==> config.mk <==
export PLATFORM = sky130hd
export DESIGN_NAME = best_fit_bin_packer_unit_flat
export DESIGN_NICKNAME = d
export VERILOG_FILES = /design/src/rtl/bfbp_pkg.sv /design/src/rtl/bfbp_if.sv /design/src/rtl/bfbp_ram.sv /design/src/rtl/bfbp_fit_unit.sv /design/src/rtl/best_fit_bin_packer_unit.sv /design/src/flat_wrapper.sv
export SDC_FILE = /design/constraint.sdc
export NUM_CORES = 1
export LEC_CHECK = 0
export ABC_AREA = 0
export BUFFER_PORTS_ARGS = -buffer_cell sky130_fd_sc_hd__buf_2
export CAP_MARGIN = 10
export CORE_MARGIN = 4
export CORE_UTILIZATION = 63
export CTS_CLUSTER_DIAMETER = 50
export DETAILED_ROUTE_END_ITERATION = 8
export PLACE_DENSITY_LB_ADDON = 0.2
export SLEW_MARGIN = 20
export SYNTH_ARGS = -nofsm -noshare
export SYNTH_HDL_FRONTEND = slang
export SYNTH_HIERARCHICAL = 1
export SYNTH_SLANG_ARGS = --single-unit
==> constraint.sdc <==
create_clock -name clk_i -period 11.32 [get_ports clk_i]
set_input_delay 2.264 -clock clk_i [delete_from_list [all_inputs] [get_ports clk_i]]
set_output_delay 2.264 -clock clk_i [all_outputs]
set_load 0.05 [all_outputs]
==> src/rtl/bfbp_pkg.sv <==
package bfbp_pkg;

  // field widths of the channels
  localparam int ITEM_SIZE_W  = 16;
  localparam int BIN_INDEX_W  = 6;
  localparam int SLOT_INDEX_W = 4;
  localparam int SPACE_W      = 16;

  // configuration port
  localparam int CFG_IDX_W  = 2;
  localparam int CFG_DATA_W = 16;
  localparam int CAP_W      = 16;
  localparam int BINS_W     = 7;
  localparam int SLOTS_W    = 5;

  localparam logic [CFG_IDX_W-1:0] REG_CAPACITY      = 2'd0;
  localparam logic [CFG_IDX_W-1:0] REG_BINS_IN_USE   = 2'd1;
  localparam logic [CFG_IDX_W-1:0] REG_SLOTS_PER_BIN = 2'd2;

  localparam logic [CAP_W-1:0]   CAP_RST   = 16'd1000;
  localparam logic [BINS_W-1:0]  BINS_RST  = 7'd64;
  localparam logic [SLOTS_W-1:0] SLOTS_RST = 5'd16;

  // sequencer states
  typedef enum logic [1:0] {
    ST_CLEAR,
    ST_IDLE,
    ST_SCAN,
    ST_FINISH
  } state_e;

  // control from the sequencer to the fit unit
  typedef struct packed {
    logic clear;
    logic eval;
  } fit_ctl_t;

endpackage

==> src/rtl/bfbp_if.sv <==
// item channel
interface bfbp_item_if;
  logic                              valid;
  logic                              ready;
  logic [bfbp_pkg::ITEM_SIZE_W-1:0]  item_size;

  modport source (output valid, output item_size, input ready);
  modport sink   (input valid, input item_size, output ready);
endinterface

// result channel
interface bfbp_result_if;
  logic                              valid;
  logic                              ready;
  logic                              placed;
  logic [bfbp_pkg::BIN_INDEX_W-1:0]  bin_index;
  logic [bfbp_pkg::SLOT_INDEX_W-1:0] slot_index;
  logic [bfbp_pkg::SPACE_W-1:0]      space_after;

  modport source (output valid, output placed, output bin_index, output slot_index,
                  output space_after, input ready);
  modport sink   (input valid, input placed, input bin_index, input slot_index,
                  input space_after, output ready);
endinterface

// configuration write channel
interface bfbp_cfg_if;
  logic                            valid;
  logic                            ready;
  logic [bfbp_pkg::CFG_IDX_W-1:0]  index;
  logic [bfbp_pkg::CFG_DATA_W-1:0] data;

  modport source (output valid, output index, output data, input ready);
  modport sink   (input valid, input index, input data, output ready);
endinterface

==> src/rtl/bfbp_ram.sv <==
module bfbp_ram #(
  parameter int WIDTH = 8,
  parameter int DEPTH = 64
) (
  input  logic                     clk_i,
  input  logic                     we_i,
  input  logic [$clog2(DEPTH)-1:0] waddr_i,
  input  logic [WIDTH-1:0]         wdata_i,
  input  logic [$clog2(DEPTH)-1:0] raddr_i,
  output logic [WIDTH-1:0]         rdata_o
);

  logic [WIDTH-1:0] mem_q [DEPTH];
  logic [WIDTH-1:0] rdata_q;

  // one write port, one registered read port
  always_ff @(posedge clk_i) begin
    if (we_i) begin
      mem_q[waddr_i] <= wdata_i;
    end
    rdata_q <= mem_q[raddr_i];
  end

  assign rdata_o = rdata_q;

endmodule

==> src/rtl/bfbp_fit_unit.sv <==
module bfbp_fit_unit #(
  parameter int IDX_W     = 6,
  parameter int SIZE_BITS = 16,
  parameter int FILL_W    = 5,
  parameter int SL_W      = 5
) (
  input  logic                 clk_i,
  input  logic                 rst_ni,
  input  bfbp_pkg::fit_ctl_t   ctl_i,
  input  logic [IDX_W-1:0]     idx_i,
  input  logic [SIZE_BITS-1:0] used_i,
  input  logic [FILL_W-1:0]    fill_i,
  input  logic [SIZE_BITS-1:0] cap_i,
  input  logic [SIZE_BITS-1:0] size_i,
  input  logic [SL_W-1:0]      slots_i,
  output logic                 found_o,
  output logic [IDX_W-1:0]     best_idx_o,
  output logic [SIZE_BITS-1:0] best_space_o,
  output logic [SIZE_BITS-1:0] best_used_o,
  output logic [FILL_W-1:0]    best_fill_o
);

  logic                 found_q;
  logic [IDX_W-1:0]     best_idx_q;
  logic [SIZE_BITS-1:0] best_space_q;
  logic [SIZE_BITS-1:0] best_used_q;
  logic [FILL_W-1:0]    best_fill_q;
  logic [SIZE_BITS-1:0] free_space;
  logic                 fits;
  logic                 take;

  // free space of the bin, zero once used reaches capacity
  assign free_space = (used_i >= cap_i) ? '0 : (cap_i - used_i);
  assign fits       = (free_space >= size_i) && (SL_W'(fill_i) < slots_i);
  // strictly tighter keeps the lowest index on ties
  assign take       = ctl_i.eval && fits && (!found_q || (free_space < best_space_q));

  always_ff @(posedge clk_i or negedge rst_ni) begin
    if (!rst_ni) begin
      found_q <= 1'b0;
    end else if (ctl_i.clear) begin
      found_q <= 1'b0;
    end else if (take) begin
      found_q <= 1'b1;
    end
  end

  // best candidate so far
  always_ff @(posedge clk_i) begin
    if (take) begin
      best_idx_q   <= idx_i;
      best_space_q <= free_space;
      best_used_q  <= used_i;
      best_fill_q  <= fill_i;
    end
  end

  assign found_o      = found_q;
  assign best_idx_o   = best_idx_q;
  assign best_space_o = best_space_q;
  assign best_used_o  = best_used_q;
  assign best_fill_o  = best_fill_q;

endmodule

==> src/rtl/best_fit_bin_packer_unit.sv <==
// Best-fit bin packer.
// item_i takes one item size per transaction; result_o returns placed, bin,
// slot and the space left in that bin; cfg_i writes the bin capacity
// (index 0), bins_in_use (index 1) and slots_per_bin (index 2), and is always ready.
// Each item walks the per-bin table once, one bin per cycle through the
// single read port of the table memory and one shared fit compare unit.
// The walk covers the bins in use, capped at NUM_BINS; the next item is
// accepted only once the finish state has loaded the result. A zero size
// skips the walk and goes straight to the finish state.
// After reset the table is swept to zero, one bin per cycle, over all
// NUM_BINS entries; item_i is not ready during the sweep, cfg_i works throughout.
// The result sits in an output register, so the next item is accepted while
// an earlier result waits; if a finished result finds the register still
// full because result_o is stalled, the block holds that result and the
// table update until the register frees.
module best_fit_bin_packer_unit #(
  parameter int NUM_BINS  = 64,
  parameter int MAX_SLOTS = 16,
  parameter int SIZE_BITS = 16
) (
  input  logic                 clk_i,
  input  logic                 rst_ni,
  bfbp_item_if.sink            item_i,
  bfbp_result_if.source        result_o,
  bfbp_cfg_if.sink             cfg_i
);

  localparam int IDX_W   = $clog2(NUM_BINS);
  localparam int CNT_W   = $clog2(NUM_BINS + 1);
  localparam int NB_W    = (CNT_W > bfbp_pkg::BINS_W) ? CNT_W : bfbp_pkg::BINS_W;
  localparam int FILL_W  = $clog2(MAX_SLOTS + 1);
  localparam int SL_W    = (FILL_W > bfbp_pkg::SLOTS_W) ? FILL_W : bfbp_pkg::SLOTS_W;
  localparam int ENTRY_W = FILL_W + SIZE_BITS;

  // configuration registers
  logic [bfbp_pkg::CAP_W-1:0]   cap_q;
  logic [bfbp_pkg::BINS_W-1:0]  bins_q;
  logic [bfbp_pkg::SLOTS_W-1:0] slots_q;

  // sequencer state
  bfbp_pkg::state_e     state_q, state_d;
  logic [CNT_W-1:0]     cnt_q, cnt_d;
  logic                 cmp_vld_q, cmp_vld_d;
  logic [IDX_W-1:0]     cmp_idx_q, cmp_idx_d;
  logic [SIZE_BITS-1:0] size_q, size_d;

  // output register
  logic                              out_vld_q, out_vld_d;
  logic                              placed_q, placed_d;
  logic [bfbp_pkg::BIN_INDEX_W-1:0]  bin_q, bin_d;
  logic [bfbp_pkg::SLOT_INDEX_W-1:0] slot_q, slot_d;
  logic [bfbp_pkg::SPACE_W-1:0]      space_q, space_d;
  logic                              out_load;

  // memory and fit unit hookup
  logic                 ram_we;
  logic [IDX_W-1:0]     ram_waddr;
  logic [ENTRY_W-1:0]   ram_wdata;
  logic [IDX_W-1:0]     ram_raddr;
  logic [ENTRY_W-1:0]   ram_rdata;
  bfbp_pkg::fit_ctl_t   fit_ctl;
  logic                 found;
  logic [IDX_W-1:0]     best_idx;
  logic [SIZE_BITS-1:0] best_space;
  logic [SIZE_BITS-1:0] best_used;
  logic [FILL_W-1:0]    best_fill;

  // effective limits
  logic [NB_W-1:0]      nb_eff;
  logic [SL_W-1:0]      ns_eff;
  logic [SIZE_BITS-1:0] cap_eff;
  logic [SIZE_BITS-1:0] in_size;

  assign nb_eff  = (NB_W'(bins_q) > NB_W'(NUM_BINS)) ? NB_W'(NUM_BINS) : NB_W'(bins_q);
  assign ns_eff  = (SL_W'(slots_q) > SL_W'(MAX_SLOTS)) ? SL_W'(MAX_SLOTS) : SL_W'(slots_q);
  assign cap_eff = SIZE_BITS'(cap_q);
  assign in_size = SIZE_BITS'(item_i.item_size);

  // configuration writes
  assign cfg_i.ready = 1'b1;

  always_ff @(posedge clk_i or negedge rst_ni) begin
    if (!rst_ni) begin
      cap_q   <= bfbp_pkg::CAP_RST;
      bins_q  <= bfbp_pkg::BINS_RST;
      slots_q <= bfbp_pkg::SLOTS_RST;
    end else if (cfg_i.valid) begin
      case (cfg_i.index)
        bfbp_pkg::REG_CAPACITY:      cap_q   <= cfg_i.data[bfbp_pkg::CAP_W-1:0];
        bfbp_pkg::REG_BINS_IN_USE:   bins_q  <= cfg_i.data[bfbp_pkg::BINS_W-1:0];
        bfbp_pkg::REG_SLOTS_PER_BIN: slots_q <= cfg_i.data[bfbp_pkg::SLOTS_W-1:0];
        default: ;
      endcase
    end
  end

  // per-bin table: slot count over used space
  bfbp_ram #(
    .WIDTH (ENTRY_W),
    .DEPTH (NUM_BINS)
  ) u_table (
    .clk_i   (clk_i),
    .we_i    (ram_we),
    .waddr_i (ram_waddr),
    .wdata_i (ram_wdata),
    .raddr_i (ram_raddr),
    .rdata_o (ram_rdata)
  );

  // shared fit compare unit
  bfbp_fit_unit #(
    .IDX_W     (IDX_W),
    .SIZE_BITS (SIZE_BITS),
    .FILL_W    (FILL_W),
    .SL_W      (SL_W)
  ) u_fit (
    .clk_i        (clk_i),
    .rst_ni       (rst_ni),
    .ctl_i        (fit_ctl),
    .idx_i        (cmp_idx_q),
    .used_i       (ram_rdata[SIZE_BITS-1:0]),
    .fill_i       (ram_rdata[ENTRY_W-1:SIZE_BITS]),
    .cap_i        (cap_eff),
    .size_i       (size_q),
    .slots_i      (ns_eff),
    .found_o      (found),
    .best_idx_o   (best_idx),
    .best_space_o (best_space),
    .best_used_o  (best_used),
    .best_fill_o  (best_fill)
  );

  // sequencer: clear sweep, accept, scan, finish
  always_comb begin
    state_d      = state_q;
    cnt_d        = cnt_q;
    cmp_vld_d    = 1'b0;
    cmp_idx_d    = cmp_idx_q;
    size_d       = size_q;
    ram_we       = 1'b0;
    ram_waddr    = best_idx;
    ram_wdata    = {FILL_W'(best_fill + 1'b1), SIZE_BITS'(best_used + size_q)};
    ram_raddr    = cnt_q[IDX_W-1:0];
    fit_ctl      = '0;
    out_load     = 1'b0;
    item_i.ready = 1'b0;

    case (state_q)
      bfbp_pkg::ST_CLEAR: begin
        ram_we    = 1'b1;
        ram_waddr = cnt_q[IDX_W-1:0];
        ram_wdata = '0;
        if (cnt_q == CNT_W'(NUM_BINS - 1)) begin
          cnt_d   = '0;
          state_d = bfbp_pkg::ST_IDLE;
        end else begin
          cnt_d = cnt_q + 1'b1;
        end
      end
      bfbp_pkg::ST_IDLE: begin
        item_i.ready = 1'b1;
        if (item_i.valid) begin
          size_d        = in_size;
          fit_ctl.clear = 1'b1;
          cnt_d         = '0;
          state_d       = (in_size == '0) ? bfbp_pkg::ST_FINISH : bfbp_pkg::ST_SCAN;
        end
      end
      bfbp_pkg::ST_SCAN: begin
        fit_ctl.eval = cmp_vld_q;
        if (NB_W'(cnt_q) < nb_eff) begin
          cmp_vld_d = 1'b1;
          cmp_idx_d = cnt_q[IDX_W-1:0];
          cnt_d     = cnt_q + 1'b1;
        end else if (!cmp_vld_q) begin
          state_d = bfbp_pkg::ST_FINISH;
        end
      end
      bfbp_pkg::ST_FINISH: begin
        if (!out_vld_q || result_o.ready) begin
          out_load = 1'b1;
          ram_we   = found;
          state_d  = bfbp_pkg::ST_IDLE;
        end
      end
      default: begin
        state_d = bfbp_pkg::ST_IDLE;
      end
    endcase
  end

  // output register contents
  always_comb begin
    placed_d = found;
    bin_d    = found ? bfbp_pkg::BIN_INDEX_W'(best_idx) : '0;
    slot_d   = found ? bfbp_pkg::SLOT_INDEX_W'(best_fill) : '0;
    space_d  = found ? bfbp_pkg::SPACE_W'(best_space - size_q) : '0;
    if (out_load) begin
      out_vld_d = 1'b1;
    end else if (result_o.ready) begin
      out_vld_d = 1'b0;
    end else begin
      out_vld_d = out_vld_q;
    end
  end

  // control registers
  always_ff @(posedge clk_i or negedge rst_ni) begin
    if (!rst_ni) begin
      state_q   <= bfbp_pkg::ST_CLEAR;
      cnt_q     <= '0;
      cmp_vld_q <= 1'b0;
      out_vld_q <= 1'b0;
    end else begin
      state_q   <= state_d;
      cnt_q     <= cnt_d;
      cmp_vld_q <= cmp_vld_d;
      out_vld_q <= out_vld_d;
    end
  end

  // payload registers
  always_ff @(posedge clk_i) begin
    cmp_idx_q <= cmp_idx_d;
    size_q    <= size_d;
    if (out_load) begin
      placed_q <= placed_d;
      bin_q    <= bin_d;
      slot_q   <= slot_d;
      space_q  <= space_d;
    end
  end

  assign result_o.valid       = out_vld_q;
  assign result_o.placed      = placed_q;
  assign result_o.bin_index   = bin_q;
  assign result_o.slot_index  = slot_q;
  assign result_o.space_after = space_q;

endmodule

==> src/flat_wrapper.sv <==
// flat-port wrapper written by rule: the top's interface ports become plain ports
module best_fit_bin_packer_unit_flat 
#(
  parameter int NUM_BINS  = 64,
  parameter int MAX_SLOTS = 16,
  parameter int SIZE_BITS = 16
)
  (clk_i, rst_ni, item_i_valid, item_i_item_size, item_i_ready, result_o_valid, result_o_placed, result_o_bin_index, result_o_slot_index, result_o_space_after, result_o_ready, cfg_i_valid, cfg_i_index, cfg_i_data, cfg_i_ready);
  bfbp_item_if item_i_i ();
  bfbp_result_if result_o_i ();
  bfbp_cfg_if cfg_i_i ();
  input  logic clk_i;
  input  logic rst_ni;
  input wire logic [$bits(item_i_i.valid)-1:0] item_i_valid;
  input wire logic [$bits(item_i_i.item_size)-1:0] item_i_item_size;
  output wire logic [$bits(item_i_i.ready)-1:0] item_i_ready;
  output wire logic [$bits(result_o_i.valid)-1:0] result_o_valid;
  output wire logic [$bits(result_o_i.placed)-1:0] result_o_placed;
  output wire logic [$bits(result_o_i.bin_index)-1:0] result_o_bin_index;
  output wire logic [$bits(result_o_i.slot_index)-1:0] result_o_slot_index;
  output wire logic [$bits(result_o_i.space_after)-1:0] result_o_space_after;
  input wire logic [$bits(result_o_i.ready)-1:0] result_o_ready;
  input wire logic [$bits(cfg_i_i.valid)-1:0] cfg_i_valid;
  input wire logic [$bits(cfg_i_i.index)-1:0] cfg_i_index;
  input wire logic [$bits(cfg_i_i.data)-1:0] cfg_i_data;
  output wire logic [$bits(cfg_i_i.ready)-1:0] cfg_i_ready;
  assign item_i_i.valid = item_i_valid;
  assign item_i_i.item_size = item_i_item_size;
  assign item_i_ready = item_i_i.ready;
  assign result_o_valid = result_o_i.valid;
  assign result_o_placed = result_o_i.placed;
  assign result_o_bin_index = result_o_i.bin_index;
  assign result_o_slot_index = result_o_i.slot_index;
  assign result_o_space_after = result_o_i.space_after;
  assign result_o_i.ready = result_o_ready;
  assign cfg_i_i.valid = cfg_i_valid;
  assign cfg_i_i.index = cfg_i_index;
  assign cfg_i_i.data = cfg_i_data;
  assign cfg_i_ready = cfg_i_i.ready;
  best_fit_bin_packer_unit #(.NUM_BINS(NUM_BINS), .MAX_SLOTS(MAX_SLOTS), .SIZE_BITS(SIZE_BITS)) u_core (.clk_i(clk_i), .rst_ni(rst_ni), .item_i(item_i_i), .result_o(result_o_i), .cfg_i(cfg_i_i));
endmodule
==> results.txt, run 1 <==
CTS Buf Count = 154
DRT Pass-1 Iters = 6
Complex-gate fraction of the synthesized area = 3.54%
Worst-path clk slew = 0.06 ns
Beginning of the worst hold path = u_core/cmp_idx_q[2]
IO Pins = 69
DR iter-0 viols = 3952
P_sw = 5.13 mW
Synth area leader = edfxtp_1
Post-synthesis sequential area ratio = 74.1%
Multi-input logic area = 15200 µm²
GRT overflow = 0
Clk_skew = 0.0270 ns
Top cells by area, synth = edfxtp_1 72%, mux4_2 13%, ha_1 2.0%, dfrtp_1 1.3%, mux2i_1 1.0%
Initial core utilization = 63.3%
Post-CTS Setup Inserts = 0
GP Congestion = 0.883
Crit path launch type = primary input
Fmax = 185 MHz
Syn_nets = 3098
Filler Cell Count = 5422
Post-synthesis adder-cell area fraction = 2.06%
DRT Wirelength = 142 mm
#FFs+latches synth = 1497
Vias in the first global route = 30.6k
Hold Buf Count CTS = 0
MaxCap Viol Count = 0
Combinational family with the most area after synthesis = multiplexers
Wire per inst = 31.7 µm
Post-route DRC = 0
Cell count after synthesis = 2962
H-tree depth = 4
Ys flop type = edfxtp_1
Slowest cell delay on critical path = 1.12 ns
Mux cell area share after synthesis = 15.1%
Num rows = 113
Vias per cell = 6.78
Post-Syn Area = 60100 µm²
Clock root cell = clkbuf_16
Hold WC Path Type = register to register
RSZ-0062 raised after global routing = false
Area growth from synthesis to final layout = 12.1%
PortBufs = 67
Vias = 30.4k
Synth top area share = 71.8%
Sw Ratio = 31.2%
Final Critical Period = 5.40 ns
Power share of the clock group = 30.0%
Avg Cell Area, Syn = 20.3 µm²
TNS Setup = 0 ns
Worst-margin pin slew = 1.25 ns
Data required, critical path = 11.68 ns
Tcrit/Tclk final = 47.7%
Crit. Startpoint = result_o_ready
Simple-gate share of the synthesized area = 3.02%
DRT antenna net count = 0
XOR/XNOR share of the synthesized area = 0.510%
Seq pwr share = 43.3%
Seq. cell area = 44600 µm²
Worst-path fanout max = 28
Delay-heaviest family, CP = simple AND/OR/NAND/NOR gates
VDD IR max = 218 µV
Dpl hpwl = 84.4 mm
Nets@finish = 3241
Cts repair resizes = 0
Buffers & Inverters on Critical Path = 2
Clk Latency, worst-skew pair = 0.75 ns
Core Box Area = 94900 µm²
First-pass GRT wire length = 208 mm
Post-synth EDFFs = 1436
Pleak = 21.6 nW
Die W = 317 µm
Pin count of the biggest net entering global routing = 139
Count of final hold-check violations = 0
Critical path, cell by cell = buf_2 -> nand2b_1 -> and2_1 -> buf_4 -> a21oi_1 -> nor2_1 -> nor2b_1 -> nand3_2 -> nor2_2
Slew HR = 16.4%
Asr flop ratio synth = 2.67%
Area of the die = 100000 µm²
Setup Viol. Count Final = 0
Buffer depth of the longest clock path = 3
Comb power frac = 26.7%
Fin. max-slew vios = 0
All-Layer GR Usage = 29.0%
CTS tree = done
Post-synth cell types = 78
Slowest cell on crit path = nor2_2
Status = finished clean
Int Pwr = 11.3 mW
Worst reg2reg startpoint = u_core/cap_eff[0]
Crit. End Element = register
YS warnings = 6
Crit path DAT = 5.76 ns
Total power draw = 16.4 mW
Die height = 317 µm
PwrDens = 244 nW/µm²
CTS Sinks = 1497
Layout cell share with drive strength beyond 1 = 26.5%
Crit path kind = primary input to register
Initial antenna violation count = 4
[through the flow]
step	utilization, %	hold slack (ns)	cell area, µm²	setup WS, ns	std cells
5_1_grt	71.0	0.428	67400	5.83	4488
2_1_floorplan	-	0.400	60100	2.82	2962
3_3_place_gp	65.4	0.401	62100	5.08	4211
3_5_place_dp	65.5	0.405	62100	4.93	4211
4_1_cts	70.7	0.418	67100	5.68	4485
6_report	71.0	0.417	67400	5.92	4489
[final cells by class]
class | instances | share of cell area [%]
multi-input combinational | 1255 | 22.6
timing repair buffer | 116 | 1.14
tap | 1265 | 2.35
clock buffer | 190 | 6.13
antenna | 1 | 0.00372
inverter | 81 | 0.451
clock inverter | 84 | 1.20
sequential | 1497 | 66.2
[layer usage]
| layer | wire length (µm) | vias up | track usage (%) |
|---|---|---|---|
| li1 | - | 12500 | - |
| met3 | 13900 | 334 | 6.20 |
| met4 | 6100 | 2 | 11.6 |
| met1 | 50800 | 15800 | 39.2 |
| met2 | 71300 | 1772 | 47.2 |
| met5 | 1 | - | 0 |
[sequential cells by signal, indices dropped and copies added (netlist names), 16 cells and up]
register                     count
u_core/u_table/mem_q          1344
u_core/u_table/rdata_o          21
u_core/cap_eff                  16
u_core/result_o.space_after     16
u_core/size_q                   16
u_core/u_fit/best_space_o       16
u_core/u_fit/best_used_o        16
[placed cells by master (no fill, tap or decap), types with 9 or more instances in the layout]
cell type      n
edfxtp_1    1436
o221ai_1      34
a211oi_1      23
xor2_1        19
nor3_1        13
nor2_1        54
o21ai_0       51
nor2b_1       33
nand3_1       18
a21o_1        26
inv_1         81
clkinv_2      12
clkbuf_16    160
a21oi_1       49
dfxtp_1       21
o31ai_1       22
clkinvlp_4    10
o22ai_1       18
and2_1        20
ha_1          93
nand2b_1      28
buf_4         42
nor2_4        72
clkinv_1      26
clkbuf_1      29
nand2_1       51
xnor2_1       16
and3_1         9
dfrtp_1       26
buf_2         67
mux4_2       356
o21a_1        11
clkinv_4       9
nand3b_1       9
bufinv_16     10
mux2i_1       61
a22oi_1       16
inv_6          9
mux2_2        40
[power by group through the flow]
stage,clock (mW),sequential [mW],combinational [mW]
finish,4.93,7.12,4.40
global route,5.26,7.13,4.65
CTS,4.99,7.12,4.37
detailed placement,0,7.23,4.35
global placement,0,7.22,4.22
floorplan,0,7.27,2.77
[final timing paths]
kind	slack, ns	endpoint	cells after the start
worst min-delay path	0.42	u_core/u_fit/best_idx_o[2]	0
min in group asynchronous	1.67	u_core/cap_eff[11]	1
worst min register to register	0.42	u_core/u_fit/best_idx_o[2]	0
max in group asynchronous	8.98	u_core/cnt_q[4]	1
worst max register to register	6.27	u_core/u_fit/best_used_o[0]	16
worst max-delay path	5.92	u_core/u_table/mem_q[6][20]	9
[synthesized netlist by cell type (6+ instances only)]
library cell  instances
edfxtp_1           1436
mux4_2              356
nor2_1              133
ha_1                 94
inv_1                81
mux2i_1              61
clkbuf_1             59
o21ai_0              52
nand2_1              51
a21oi_1              49
mux2_2               40
nor2b_1              37
o221ai_1             34
dfrtp_1              32
buf_4                29
nand2b_1             28
a21o_1               26
buf_2                26
a211oi_1             23
o31ai_1              22
dfxtp_1              21
and2_1               20
nand3_1              19
xor2_1               19
o22ai_1              18
a22oi_1              16
xnor2_1              16
nor3_1               15
o21a_1               11
and3_1                9
buf_1                 9
nand3b_1              9
dfstp_2               8
nand4_1               8
o21ai_1               8
or4_1                 7
buf_6                 6
[cells by family (layout without fill, tap and decap cells)]
group | Yosys count | after routing
adders and majority gates | 97 | 97
and+or+nand+nor | 360 | 360
buffers and inverters | 210 | 471
other | 1 | 2
AOI/OAI and AO/OA | 305 | 305
muxes | 457 | 457
xor gates and xnor gates | 35 | 35
DFF | 1497 | 1497
Power figures use the tool's default switching activity.
==> run 2: changes to the inputs <==
- CORE_UTILIZATION: 63 -> 57
- clock period: 11.32 -> 4.7 ns (I/O delays scaled with it)
==> run 2 against run 1 <==
Compared with the run above:
- combinational power grew 140%
- setup slack worse by 5.7 ns
- power up 140%
- critical path depth is 8 higher
- clock skew is 0.0033 ns lower
- worst hold slack worse by 0.059 ns
- critical path type is now register to register
==> results.txt, run 2 (same netlist as run 1, synthesis figures left out) <==
DRT Pass-1 Iters = 6
Hold Buf Count CTS = 0
Worst reg2reg startpoint = u_core/cap_eff[0]
GRT overflow = 0
Reg2Reg Setup Slack = 0.21 ns
Initial core utilization = 57.7%
Worst-path clk slew = 0.06 ns
Count of final hold-check violations = 0
Buffer depth of the longest clock path = 3
Clk_skew = 0.0237 ns
Inst Count DP = 4418
Pin count of the biggest net entering global routing = 70
Num rows = 118
Layout cell share with drive strength beyond 1 = 28.9%
First-pass GRT wire length = 210 mm
Crit path DAT = 4.98 ns
Hold WC Path Type = primary input to async pin
Area of the die = 111000 µm²
RSZ-0062 raised after global routing = false
Clk Latency, worst-skew pair = 0.75 ns
Vias = 30.5k
Slowest cell delay on critical path = 0.45 ns
GP Congestion = 0.874
Worst-path fanout max = 27
Total power draw = 39.4 mW
Data required, critical path = 5.19 ns
IO Pins = 69
DR iter-0 viols = 3705
Post-CTS Setup Inserts = 0
DRT antenna net count = 0
Crit. Startpoint = u_core/cap_eff[0]
PwrDens = 580 nW/µm²
Cts repair resizes = 0
Setup Viol. Count Final = 0
Multi-input logic area = 15000 µm²
N_diodes = 0
CTS Buf Count = 152
Hold slack = 0.359 ns
Vias in the first global route = 30.8k
CTS tree = done
Most frequent cells in the layout = 1436 x edfxtp_1, 356 x mux4_2, 156 x clkbuf_16
Worst r2r dst = u_core/u_fit/best_used_o[10]
Tcrit/Tclk final = 95.5%
Fmax = 223 MHz
Slew HR = 28.4%
Filler Cell Count = 6766
Critical path, cell by cell = inv_2 -> ha_4 -> inv_2 -> fa_2 -> nand3_2 -> a21oi_2 -> o311ai_0 -> a21o_2 -> nor2_1 -> ha_1 -> a21o_1 -> a2111oi_0 -> o21ai_0 -> a2111oi_1 -> buf_4 -> nor4b_4 -> buf_12
Slowest cell on crit path = o311ai_0
Worst Setup EP = u_core/u_fit/best_used_o[10]
Max FFs per register = 1344
Largest Register = u_core/u_table/mem_q
Pleak = 22.1 nW
Vias per cell = 6.50
Seq. cell area = 44600 µm²
VDD IR max = 399 µV
Area growth from synthesis to final layout = 13.3%
Die height = 333 µm
Post-route DRC = 0
Initial antenna violation count = 3
Status = finished clean
Nets@finish = 3330
Crit path launch type = register
Clock root cell = clkbuf_16
Worst-margin pin slew = 1.07 ns
DRT Wirelength = 144 mm
Die W = 333 µm
Layout Cells excl Fill = 4691
PortBufs = 67
Crit path kind = register to register
All-Layer GR Usage = 26.0%
Cells on worst reg2reg path = 17
Final Critical Period = 4.49 ns
TNS Setup = 0 ns
H-tree depth = 4
Dpl hpwl = 86.1 mm
CTS Sinks = 1497
MaxCap Viol Count = 0
Core Box Area = 104000 µm²
Fin. max-slew vios = 0
Wire per inst = 30.6 µm
Crit. End Element = register
Commonest non-fill, non-tap cell in the layout = edfxtp_1
Worst path most repeated cell = inv_2
## run 2: cell types whose count changed in the layout (fill, tap and decap cells not counted), sizes merged
cell / delta
diode: -1
clkinv: +2
inv: +3
clkbuf: -2
buf: +91
bufinv: -1
clkinvlp: -5
## run 2: cell type report
type | instances | share of cell area, %
Clock buffer | 188 | 6.00
Clock inverter | 83 | 1.17
Inverter | 81 | 0.447
Multi-Input combinational cell | 1255 | 22.0
Sequential cell | 1497 | 65.5
Tap cell | 1380 | 2.54
Timing Repair Buffer | 207 | 2.38
## run 2: power by group
| group | total [mW] | switching [mW] | internal (mW) |
|---|---|---|---|
| Sequential | 17.1 | 0.420 | 16.7 |
| Clock | 11.8 | 5.05 | 6.73 |
| Combinational | 10.5 | 6.58 | 3.96 |
## run 2: stage by stage
stage / worst slack (ns) / area, µm² / utilization, %
after floorplan: -0.425 / 60100 / -
after global placement: 0.195 / 63100 / 60.6
after detailed placement: 0.0842 / 63100 / 60.6
after CTS: 0.0649 / 68000 / 65.3
after global routing: 0.00723 / 68100 / 65.4
final: 0.211 / 68100 / 65.4
## run 2: how the worst min path moves through the flow
stage                                    start                     endpoint  slack [ns]  cells past startpoint
finish                                  rst_ni             u_core/bins_q[5]        0.36                      1
global route              item_i_item_size[15]            u_core/size_q[15]        0.36                      1
CTS                       item_i_item_size[14]            u_core/size_q[14]        0.33                      1
detailed placement         u_core/cmp_idx_q[2]   u_core/u_fit/best_idx_o[2]        0.41                      0
global placement           u_core/cmp_idx_q[1]   u_core/u_fit/best_idx_o[1]        0.40                      0
floorplan           u_core/u_table/rdata_o[16]  u_core/u_fit/best_fill_o[0]        0.40                      0
## run 2: routing by layer
layer | vias to the layer above | global-route usage [%] | part of all wire, %
li1 | 12700 | - | -
met1 | 16200 | 35.9 | 39
met2 | 1388 | 42.8 | 50
met3 | 249 | 4.64 | 8.0
met4 | 0 | 8.90 | 3.4
met5 | - | 0 | 0
## run 2: critical path: cells and delay by family, from the launching register on
kind | cells | cell delay (ns)
compound gates | 7 | 2.17
fa+ha+maj | 3 | 0.87
buf+inv | 4 | 0.51
flops | 1 | 0.39
simple gates | 3 | 0.29
